### src/hdl/lrsc_pkg.sv
package lrsc_pkg;

  // Request kinds carried on in_tuser
  localparam logic [1:0] REQ_ACCESS = 2'd0;
  localparam logic [1:0] REQ_FLUSH  = 2'd1;
  localparam logic [1:0] REQ_RESET  = 2'd2;

  // Result actions carried on out_tuser
  localparam logic [2:0] ACT_NONE  = 3'd0;
  localparam logic [2:0] ACT_HIT   = 3'd1;
  localparam logic [2:0] ACT_LOAD  = 3'd2;
  localparam logic [2:0] ACT_EVICT = 3'd3;
  localparam logic [2:0] ACT_FLUSH = 3'd4;

  // Fixed field widths
  localparam int REQ_W    = 2;
  localparam int GREG_W   = 5;
  localparam int ACT_W    = 3;
  localparam int SLOT_W   = 4;
  localparam int IN_DW    = 8;
  localparam int OUT_DW   = 16;

  // One result transaction
  typedef struct packed {
    logic [ACT_W-1:0]  action;
    logic [SLOT_W-1:0] slot;
    logic [GREG_W-1:0] store_reg;
    logic [GREG_W-1:0] load_reg;
    logic              last;
  } res_t;

endpackage

### src/hdl/lru_register_slot_cache.sv
// Fully associative register-slot cache with LRU replacement. SLOTS host slots
// each hold one guest register and an AGE_BITS saturating age. One compare and
// age-update unit walks the slots one per cycle, unless a full output register
// holds the walk. An access scans every slot and then commits its result; a
// flush gives one result per occupied slot, or a single ACT_NONE result when
// no slot is occupied; reset and unknown requests give one ACT_NONE result. The
// block takes no new request while one is in progress; a finished result sits
// in an output register, and a full output register holds the commit and the
// flush walk at occupied slots.
module lru_register_slot_cache
  import lrsc_pkg::*;
#(
  parameter int SLOTS    = 10,
  parameter int AGE_BITS = 16
) (
  input  logic              clk,
  input  logic              rst_n,
  input  logic              in_tvalid,
  output logic              in_tready,
  input  logic [IN_DW-1:0]  in_tdata,    // guest_reg
  input  logic [REQ_W-1:0]  in_tuser,    // req_type
  output logic              out_tvalid,
  input  logic              out_tready,
  output logic [OUT_DW-1:0] out_tdata,   // slot, store_reg, load_reg
  output logic [ACT_W-1:0]  out_tuser,   // action
  output logic              out_tlast
);

  localparam int IW = $clog2(SLOTS);
  localparam logic [IW-1:0] LAST_IDX = IW'(SLOTS - 1);

  localparam logic [2:0] ST_IDLE  = 3'd0;
  localparam logic [2:0] ST_SCAN  = 3'd1;
  localparam logic [2:0] ST_FIN   = 3'd2;
  localparam logic [2:0] ST_FLUSH = 3'd3;
  localparam logic [2:0] ST_NONE  = 3'd4;

  // Slot storage
  logic [SLOTS-1:0]    valid_r, valid_nxt;
  logic [GREG_W-1:0]   guest_r [SLOTS];
  logic [AGE_BITS-1:0] age_r   [SLOTS];

  // Sequencer state
  logic [2:0]          state_r, state_nxt;
  logic [IW-1:0]       idx_r, idx_nxt;
  logic [GREG_W-1:0]   greg_r, greg_nxt;
  logic [AGE_BITS-1:0] oldest_r, oldest_nxt;
  logic [IW-1:0]       victim_r, victim_nxt;
  logic [GREG_W-1:0]   vguest_r, vguest_nxt;
  logic                hit_r, hit_nxt;
  logic [IW-1:0]       hit_idx_r, hit_idx_nxt;
  logic                emp_r, emp_nxt;
  logic [IW-1:0]       emp_idx_r, emp_idx_nxt;
  logic                any_r, any_nxt;

  // Storage write port
  logic                age_we, guest_we;
  logic [IW-1:0]       wr_idx;
  logic [AGE_BITS-1:0] wr_age;
  logic [GREG_W-1:0]   wr_guest;

  logic                ld, free;
  res_t                res;
  logic [AGE_BITS-1:0] cur_age, aged;
  logic [GREG_W-1:0]   cur_guest;
  logic [SLOTS-1:0]    idx_hot;

  assign in_tready = (state_r == ST_IDLE);

  // Shared unit: saturating age, read at the walk index
  assign cur_age   = age_r[idx_r];
  assign cur_guest = guest_r[idx_r];
  assign aged      = (cur_age == {AGE_BITS{1'b1}}) ? cur_age : cur_age + 1'b1;
  assign idx_hot   = SLOTS'(1) << idx_r;

  always_comb begin
    state_nxt   = state_r;
    idx_nxt     = idx_r;
    greg_nxt    = greg_r;
    oldest_nxt  = oldest_r;
    victim_nxt  = victim_r;
    vguest_nxt  = vguest_r;
    hit_nxt     = hit_r;
    hit_idx_nxt = hit_idx_r;
    emp_nxt     = emp_r;
    emp_idx_nxt = emp_idx_r;
    any_nxt     = any_r;
    valid_nxt   = valid_r;
    age_we      = 1'b0;
    guest_we    = 1'b0;
    wr_idx      = idx_r;
    wr_age      = '0;
    wr_guest    = greg_r;
    ld          = 1'b0;
    res         = '0;
    res.action  = ACT_NONE;
    res.last    = 1'b1;

    case (state_r)
      ST_IDLE: begin
        if (in_tvalid) begin
          idx_nxt = '0;
          case (in_tuser)
            REQ_ACCESS: begin
              state_nxt  = ST_SCAN;
              greg_nxt   = in_tdata[GREG_W-1:0];
              oldest_nxt = '0;
              victim_nxt = '0;
              hit_nxt    = 1'b0;
              emp_nxt    = 1'b0;
            end
            REQ_FLUSH: begin
              state_nxt = ST_FLUSH;
              any_nxt   = |valid_r;
            end
            REQ_RESET: begin
              state_nxt = ST_NONE;
              valid_nxt = '0;
            end
            default: begin
              state_nxt = ST_NONE;
            end
          endcase
        end
      end

      // Age each slot, track oldest, first hit and first empty
      ST_SCAN: begin
        age_we = 1'b1;
        wr_age = aged;
        if (aged > oldest_r) begin
          oldest_nxt = aged;
          victim_nxt = idx_r;
          vguest_nxt = cur_guest;
        end
        if (!hit_r && valid_r[idx_r] && cur_guest == greg_r) begin
          hit_nxt     = 1'b1;
          hit_idx_nxt = idx_r;
        end
        if (!emp_r && !valid_r[idx_r]) begin
          emp_nxt     = 1'b1;
          emp_idx_nxt = idx_r;
        end
        if (idx_r == LAST_IDX) begin
          state_nxt = ST_FIN;
        end else begin
          idx_nxt = idx_r + 1'b1;
        end
      end

      // Commit hit, fill or eviction
      ST_FIN: begin
        if (free) begin
          ld        = 1'b1;
          age_we    = 1'b1;
          state_nxt = ST_IDLE;
          if (hit_r) begin
            wr_idx     = hit_idx_r;
            res.action = ACT_HIT;
            res.slot   = SLOT_W'(hit_idx_r);
          end else if (emp_r) begin
            wr_idx     = emp_idx_r;
            guest_we   = 1'b1;
            valid_nxt[emp_idx_r] = 1'b1;
            res.action   = ACT_LOAD;
            res.slot     = SLOT_W'(emp_idx_r);
            res.load_reg = greg_r;
          end else begin
            wr_idx        = victim_r;
            guest_we      = 1'b1;
            res.action    = ACT_EVICT;
            res.slot      = SLOT_W'(victim_r);
            res.store_reg = vguest_r;
            res.load_reg  = greg_r;
          end
        end
      end

      // Write back occupied slots in index order
      ST_FLUSH: begin
        if (!any_r) begin
          if (free) begin
            ld        = 1'b1;
            state_nxt = ST_IDLE;
          end
        end else if (!valid_r[idx_r] || free) begin
          if (valid_r[idx_r]) begin
            ld            = 1'b1;
            age_we        = 1'b1;
            valid_nxt[idx_r] = 1'b0;
            res.action    = ACT_FLUSH;
            res.slot      = SLOT_W'(idx_r);
            res.store_reg = cur_guest;
            // lower slots are already cleared
            res.last      = ((valid_r & ~idx_hot) == '0);
          end
          if (idx_r == LAST_IDX) begin
            state_nxt = ST_IDLE;
          end else begin
            idx_nxt = idx_r + 1'b1;
          end
        end
      end

      ST_NONE: begin
        if (free) begin
          ld        = 1'b1;
          state_nxt = ST_IDLE;
        end
      end

      default: begin
        state_nxt = ST_IDLE;
      end
    endcase
  end

  // Control registers
  always_ff @(posedge clk) begin
    if (!rst_n) begin
      state_r <= ST_IDLE;
      valid_r <= '0;
      idx_r   <= '0;
      hit_r   <= 1'b0;
      emp_r   <= 1'b0;
      any_r   <= 1'b0;
    end else begin
      state_r <= state_nxt;
      valid_r <= valid_nxt;
      idx_r   <= idx_nxt;
      hit_r   <= hit_nxt;
      emp_r   <= emp_nxt;
      any_r   <= any_nxt;
    end
  end

  // Walk payload
  always_ff @(posedge clk) begin
    greg_r    <= greg_nxt;
    oldest_r  <= oldest_nxt;
    victim_r  <= victim_nxt;
    vguest_r  <= vguest_nxt;
    hit_idx_r <= hit_idx_nxt;
    emp_idx_r <= emp_idx_nxt;
  end

  // Slot storage; contents of empty slots are never observed
  always_ff @(posedge clk) begin
    if (age_we) begin
      age_r[wr_idx] <= wr_age;
    end
    if (guest_we) begin
      guest_r[wr_idx] <= wr_guest;
    end
  end

  lrsc_out_reg u_out (
    .clk        (clk),
    .rst_n      (rst_n),
    .ld         (ld),
    .res        (res),
    .free       (free),
    .out_tvalid (out_tvalid),
    .out_tready (out_tready),
    .out_tdata  (out_tdata),
    .out_tuser  (out_tuser),
    .out_tlast  (out_tlast)
  );

endmodule

### src/hdl/lrsc_out_reg.sv
module lrsc_out_reg
  import lrsc_pkg::*;
(
  input  logic              clk,
  input  logic              rst_n,
  input  logic              ld,
  input  res_t              res,
  output logic              free,
  output logic              out_tvalid,
  input  logic              out_tready,
  output logic [OUT_DW-1:0] out_tdata,   // slot, store_reg, load_reg
  output logic [ACT_W-1:0]  out_tuser,   // action
  output logic              out_tlast
);

  logic valid_r;
  res_t res_r;

  // Holding register is free when empty or being drained this cycle
  assign free = !valid_r || out_tready;

  always_ff @(posedge clk) begin
    if (!rst_n) begin
      valid_r <= 1'b0;
    end else if (ld) begin
      valid_r <= 1'b1;
    end else if (out_tready) begin
      valid_r <= 1'b0;
    end
  end

  always_ff @(posedge clk) begin
    if (ld) begin
      res_r <= res;
    end
  end

  assign out_tvalid = valid_r;
  assign out_tuser  = res_r.action;
  assign out_tlast  = res_r.last;
  assign out_tdata  = {{(OUT_DW - SLOT_W - 2*GREG_W){1'b0}},
                       res_r.load_reg, res_r.store_reg, res_r.slot};

endmodule
### config.mk
export PLATFORM = sky130hd
export DESIGN_NAME = lru_register_slot_cache
export DESIGN_NICKNAME = d
export VERILOG_FILES = /design/src/hdl/lrsc_pkg.sv /design/src/hdl/lru_register_slot_cache.sv /design/src/hdl/lrsc_out_reg.sv
export SDC_FILE = /design/constraint.sdc
export NUM_CORES = 1
export LEC_CHECK = 0
export BUFFER_PORTS_ARGS = -buffer_cell sky130_fd_sc_hd__buf_4
export CAP_MARGIN = 20
export CORE_ASPECT_RATIO = 0.9
export CORE_MARGIN = 4
export CORE_UTILIZATION = 60
export CTS_CLUSTER_DIAMETER = 30
export DETAILED_ROUTE_END_ITERATION = 10
export PLACE_DENSITY = 0.83
export SLEW_MARGIN = 20
export SYNTH_ARGS = -nofsm -noshare
export SYNTH_HDL_FRONTEND = slang
export SYNTH_HIERARCHICAL = 1
export SYNTH_SLANG_ARGS = --single-unit
### constraint.sdc
create_clock -name clk -period 12.9 [get_ports clk]
set_input_delay 0 -clock clk [delete_from_list [all_inputs] [get_ports clk]]
set_output_delay 0 -clock clk [all_outputs]
set_load 0.005 [all_outputs]
==> metrics.txt, run 1 <==
die height about 150 um; adder-cell share of the synthesized area 2.22%; sequential area share after synthesis 65.6%; Final Cycle Share slightly above 50%; area grow syn2layout 17.1%; grt met3 use roughly 4.5%; largest family of logic cells by synthesized area multiplexers; clock network power share 39.4%; diode count 0; number of synthesized flops with an enable pin 266; first-pass GRT wire length roughly 44 mm; R2R Path End oldest_r[12]; leak pwr 5.17 nW; total track usage between 20% and 30%; Hold Path End greg_r[4]; met2 GRT Util 37.7%; post-synthesis cell count 893; GP Congestion roughly 0.95; hpwl dp 16.9 mm; Synth Area in Simple Gates 10.1%; NetSw 0.000908 W; post-route setup TNS 0 ps; Row Count 50; Max Fclk 153 MHz; synth warn 6; Worst Reg-to-Reg Cells 17; grt total ovfl 0; Vias/cell 6.30; vias in the first global route 7950; Flop pwr share 39.2%; Arr. time, crit path around 6700 ps; syn avg cell area between 10 and 15 um^2; Synth Area in Compound Gates 7.99%; synth unique cells 72; TritonCTS clock tree done; initial antenna violation count 0; final cell count without fillers around 1300; CP Class flip-flop to flip-flop; unrepaired setup endpoints after global routing false; Required @ worst endpoint between 10000 and 15000 ps; pin count of the biggest net entering global routing between 40 and 50; status completed; Post-CTS Resized 0; Power Dens Cells around 210 mW/mm^2; Root Buffer clkbuf_16; worst-path fanout max 45; Min-Delay Path Depth 2; die area 0.0240 mm^2; GR Layer Usage met1 approximately 34%; combinational share of power 21.4%; share of layout cells above drive strength 1 19.9%; setup violators final 0; fin. max-slew vios 0; Main synth FF type edfxtp_1; worst vdd rail ir drop between 0.1 and 0.15 mV; multi-input logic area 0.00421 mm^2; Worst-Margin Slew 1050 ps; die width 163 um; hold_sp in_tdata[4]; IO Pins 36; switching share of power around 29%; fill count 1278; DR DRC count 0; Worst-Skew Late Latency 550 ps; CTS Buf Count between 40 and 50; clock-pin slew on the worst setup and hold paths 60 ps; placed cells approximately 1200; Core Area around 0.021 mm^2; Final Hold Viols 0; clock buffer depth 3; Storage cell area 0.00849 mm^2; Max-cap violations 0; Reg2Reg Setup Slack 6370 ps; synthesized cell area ~0.013 mm^2; mux cell area share after synthesis 10.5%; htree depth 2; Post-CTS Setup Repair Bufs 0; Initial Util 61.5%; Detailed Routing Iterations Pass 1 6; Min-Delay Path Class input port to flip-flop; Post-Synth XOR/XNOR Area 1.01%; startpoint type of the worst setup path flip-flop; Routed WL 28.6 mm; Vias 8047; Final nets 994; Hold Buf Count CTS 12; Slew headroom between 20 and 30%; Worst Skew 30.4 ps; DR iter-0 viols around 860; DR WL/cell 22.4 um; fraction of registers with async set/reset 0%; total clock sinks 291; I/O Buffers 30; Internal 0.00222 W; busiest grt layer met2; CP endpoint kind flip-flop; Antenna Nets Post-Route 0; number of synthesized register bits 291; min Tclk post-route between 6000 and 7000 ps
## per-layer routing
| layer | vias up | wire length (um) |
|---|---|---|
| met5 | - | 0 |
| met1 | 3975 | 11700 |
| li1 | 3570 | - |
| met2 | 431 | 13800 |
| met3 | 71 | 2410 |
| met4 | 0 | 719 |
## power by group through the flow
| stage | Sequential, W | Combinational [W] | Clock, W |
|---|---|---|---|
| finish | 0.00123 | 0.000670 | 0.00123 |
| global placement | 0.00124 | 0.000611 | 0 |
| global route | 0.00123 | 0.000727 | 0.00129 |
| CTS | 0.00123 | 0.000651 | 0.00124 |
| detailed placement | 0.00124 | 0.000633 | 0 |
| floorplan | 0.00121 | 0.000484 | 0 |
## cells in the mapped netlist (all sizes together) (4+ instances only)
cell type	n	area share, %
a211oi	4	0.23
a21boi	4	0.26
a21oi	27	1.1
a22o	13	0.88
a22oi	7	0.41
a31oi	11	0.53
and2	10	0.48
buf	21	1.3
clkbuf	16	0.46
dfxtp	25	3.9
edfxtp	266	62
ha	23	2.2
inv	26	0.75
mux2	26	2.3
mux2i	47	3.6
mux4	26	4.6
nand2	81	2.4
nand2b	20	1.0
nand3	16	0.62
nand4	6	0.41
nor2	64	1.9
nor2b	14	0.68
nor3	13	0.58
nor3b	5	0.33
nor4	9	0.53
o211ai	11	0.64
o21a	5	0.29
o21ai	21	0.81
o22ai	13	0.63
o31ai	13	1.3
or3	4	0.19
or4	4	0.23
xnor2	6	0.46
xor2	8	0.54
## critical path: stages, from the launching register on
cell and delay (ps):
dfxtp_4 800, buf_4 690, mux4_2 350, a22oi_1 90
nand2_1 250, ha_1 260, nand3b_1 180, nand4b_1 430
or4_1 780, a21oi_1 310, nor2_1 90, ha_1 270
nand2_1 50, nor3_1 490, nand3_1 150, a21oi_1 140
nor3_1 120, o21ai_4 640
## stage by stage
step / area (um^2) / worst slack (ps) / utilization (%) / hold WS (ps) / total power, W
2_1_floorplan: 12900 / 7400 / - / 98.9 / 0.00169
3_3_place_gp: 13400 / 6340 / 63.7 / 180 / 0.00185
3_5_place_dp: 13400 / 6200 / 63.8 / 179 / 0.00188
4_1_cts: 15100 / 6160 / 71.8 / 169 / 0.00311
5_1_grt: 15100 / 6020 / 72.1 / 180 / 0.00325
6_report: 15100 / 6370 / 72.1 / 179 / 0.00313
## placed cells by master, fill, tap and decap left out, types with 5 or more instances in the layout
cell type,synthesis,final
nand2b_1,19,19
a22oi_1,7,7
clkinv_4,0,5
xnor2_1,5,5
a22o_1,13,13
and2_1,10,10
nor3_1,11,10
dlygate4sd3_1,0,12
o22ai_1,13,13
mux4_2,24,24
clkinv_2,0,7
nor2b_1,14,14
o31ai_1,7,7
edfxtp_1,266,266
clkbuf_1,16,5
o21ai_0,18,17
a21oi_1,26,26
a31oi_1,11,11
o211ai_1,11,11
nand2_1,81,81
nor2_1,64,54
mux2i_1,47,47
mux2_2,21,21
o21a_1,5,5
inv_1,26,26
nand3_1,16,16
nor4_1,7,7
buf_4,5,38
nor2_4,0,7
dfxtp_1,25,23
clkbuf_16,0,48
inv_6,0,5
ha_1,23,23
bufinv_16,0,5
xor2_1,8,8
nand4_1,5,5
mux2_1,5,5
## cell type report
class                   instances  area share (%)
clock buffers                  54            8.15
repair buffers                 51            2.78
inverters                      26           0.644
well taps                     286            2.36
clock inverters                29            2.21
flip-flops and latches        291            56.1
multi-input cells             540            27.8
## cell families (layout without fill, tap and decap cells)
group           after synthesis  in the layout
xor+xnor                     14             14
mux                          99             99
compound gates              143            143
buf+inv                      63            160
fa+ha+maj                    23             23
other cells                   1              2
flops                       291            291
simple gates                259            259
## worst max path at each step
stage / slack (ps) / to
finish: 6370 / oldest_r[12]
CTS: 6160 / oldest_r[12]
detailed placement: 6200 / oldest_r[8]
global route: 6020 / oldest_r[12]
floorplan: 7400 / oldest_r[0]
global placement: 6340 / oldest_r[9]
## flip-flops by register name, summed over array words and instances (netlist names), 4 cells and up, named ones only
name,cells
age_r,160
guest_r,50
oldest_r,16
u_out/out_tdata,14
valid_r,10
greg_r,5
vguest_r,5
emp_idx_r,4
hit_idx_r,4
idx_r,4
victim_r,4
No activity file was read; power rests on OpenSTA's default activity.
==> run 2, diff against run 1 <==
Settings changed: CORE_UTILIZATION 60 to 56, PLACE_DENSITY 0.83 to 0.82.
Clock period 12.9 ns to 5.6 ns, I/O delays scaled along.
==> metrics.txt, run 2 (synthesis results as in run 1) <==
clock network power share 41.0% (+1.6 points); Vias/cell 6.13 (-2.6%); placed inst area 0.0136 mm^2 (+1.5%); DR DRC count 0 (unchanged); NetSw 0.00218 W (+140%); Initial Util 57.3% (-4.2 points); Max Fclk 194 MHz (+27%); pin count of the biggest net entering global routing 41 (-11%); switching share of power 29.1% (+0.035 points); Required @ worst endpoint 5750 ps (-7300 ps); Core Area 0.0226 mm^2 (+7.4%); final cell count without fillers 1314 (+2.9%); post-route setup TNS 0 ps (unchanged); Power Dens Cells 484 mW/mm^2 (+130%); die area 0.0256 mm^2 (+6.8%); Final Cycle Share 92.0% (+41 points); hpwl dp 17.8 mm (+5.5%); Storage cell area 0.00849 mm^2 (unchanged); multi-input logic area 0.00420 mm^2 (-0.24%); Min-Delay Path Depth 2 (unchanged); worst vdd rail ir drop 0.297 mV (+140%); IO Pins 36 (unchanged); worst-path fanout max 20 (-56%); grt total ovfl 0 (unchanged); fill count 1414 (+11%); setup violators final 0 (unchanged); Flop pwr share 37.4% (-1.8 points); min Tclk post-route 5150 ps (-1380 ps); total power of the final layout 0.00749 W (+140%); leading cell type in the layout, fill and taps excluded edfxtp_1; total clock sinks 291 (unchanged); I/O Buffers 30 (unchanged); most frequent cells in the layout edfxtp_1, nand2_1, buf_4; CP Class flip-flop to flip-flop; Worst Skew 26.3 ps (-4.13 ps); Antenna Nets Post-Route 0 (unchanged); Worst-Skew Late Latency 550 ps (about the same); Post-CTS Setup Repair Bufs 0 (unchanged); Routed WL 28.9 mm (+1.2%); leak pwr 5.34 nW (+3.2%); fin. max-slew vios 0 (unchanged); Detailed Routing Iterations Pass 1 5 (-1); first-pass GRT wire length 45.7 mm (+2.9%); area grow syn2layout 19.5%; unrepaired setup endpoints after global routing false; die width 168 um (+3.3%); Arr. time, crit path 5310 ps (-1370 ps); TritonCTS clock tree done; CTS Buf Count 49 (+4.3%); Vias 8061 (+0.17%); Largest register FFs 160 (unchanged); initial antenna violation count 0 (unchanged); placed cells 1213 (+2.6%); Internal 0.00531 W (+140%); Worst Reg-to-Reg Cells 14 (-3); combinational share of power 21.6% (+0.2 points); share of layout cells above drive strength 1 22.2% (+2.3 points); Final Hold Viols 0 (unchanged); Largest Register age_r; Max-cap violations 0 (unchanged); final non-filler cell area 0.0155 mm^2 (+2.0%); hold_sp in_tdata[0]; htree depth 2 (unchanged); Final nets 1014 (+2.0%); die height 152 um (+3.3%); clock-pin slew on the worst setup and hold paths 60 ps (about the same); Worst-Margin Slew 1120 ps (+68.9 ps); total track usage 22.7% (-1.2 points); Row Count 52 (+4.0%); CP endpoint kind flip-flop; GP Congestion 0.928 (-2.1%); DR iter-0 viols 870 (+1.6%); DR WL/cell 22.0 um (-1.6%); status completed; vias in the first global route 8158 (+2.6%); diode count 0 (unchanged); Root Buffer clkbuf_16; top flop regs age_r (160), guest_r (50), oldest_r (16); clock buffer depth 3 (unchanged); fin util 68.5% (-3.6 points); startpoint type of the worst setup path flip-flop; Min-Delay Path Class input port to flip-flop; Slew headroom 24.9% (-4.5 points)
## run 2: worst paths after layout
kind / to / slack, ps
setup reg to reg: oldest_r[7] / 450
setup / recovery: oldest_r[7] / 450
hold reg to reg: u_out/out_tdata[8] / 550
hold / removal: greg_r[0] / 180
## run 2: repair_timing
action / 4_1_cts / 5_1_grt
endpoints found under the hold margin: 30 / 0
hold buffers: 10 / 0
gates resized for setup: 0 / 1
setup endpoints to repair: 0 / 20
## run 2: power groups by stage
stage | registers, W | logic, W | clock network [W]
after floorplan | 0.00278 | 0.00111 | 0
after global placement | 0.00283 | 0.00151 | 0
after detailed placement | 0.00284 | 0.00155 | 0
after CTS | 0.00280 | 0.00159 | 0.00309
after global routing | 0.00282 | 0.00176 | 0.00320
final | 0.00280 | 0.00162 | 0.00307
## run 2: cell type report
cell class | instances | area share, %
sequential | 291 | 55.0
clock inverter | 38 | 3.02
inverter | 26 | 0.631
multi-input combinational | 540 | 27.2
timing repair buffer | 69 | 3.72
tap | 297 | 2.40
clock buffer | 53 | 8.10
## run 2: metrics by stage
stage	hold slack, ps	setup slack (ps)
after floorplan	98.9	98.8
after global placement	181	423
after detailed placement	180	245
after CTS	168	191
after global routing	170	159
final	178	447
## run 2: critical path: stages, from the launching register on
cell      delay, ps
dfxtp_1         670
nand2b_1        450
o22ai_1         140
o31ai_1         510
nand3_1         190
or2_0           400
nor4b_2         440
xor2_1          140
ha_1            330
nand3_1          80
nor3_1          370
nand3_1         130
a21oi_1         170
nor3_2          100
o21ai_4         620
## run 2: per-layer routing
layer | up-vias | GRT usage (%) | share of wire [%]
met4 | 0 | 7.03 | 2.7
li1 | 3618 | - | -
met2 | 411 | 36.3 | 49
met3 | 63 | 4.31 | 8.4
met5 | - | 0 | 0
met1 | 3969 | 31.9 | 40
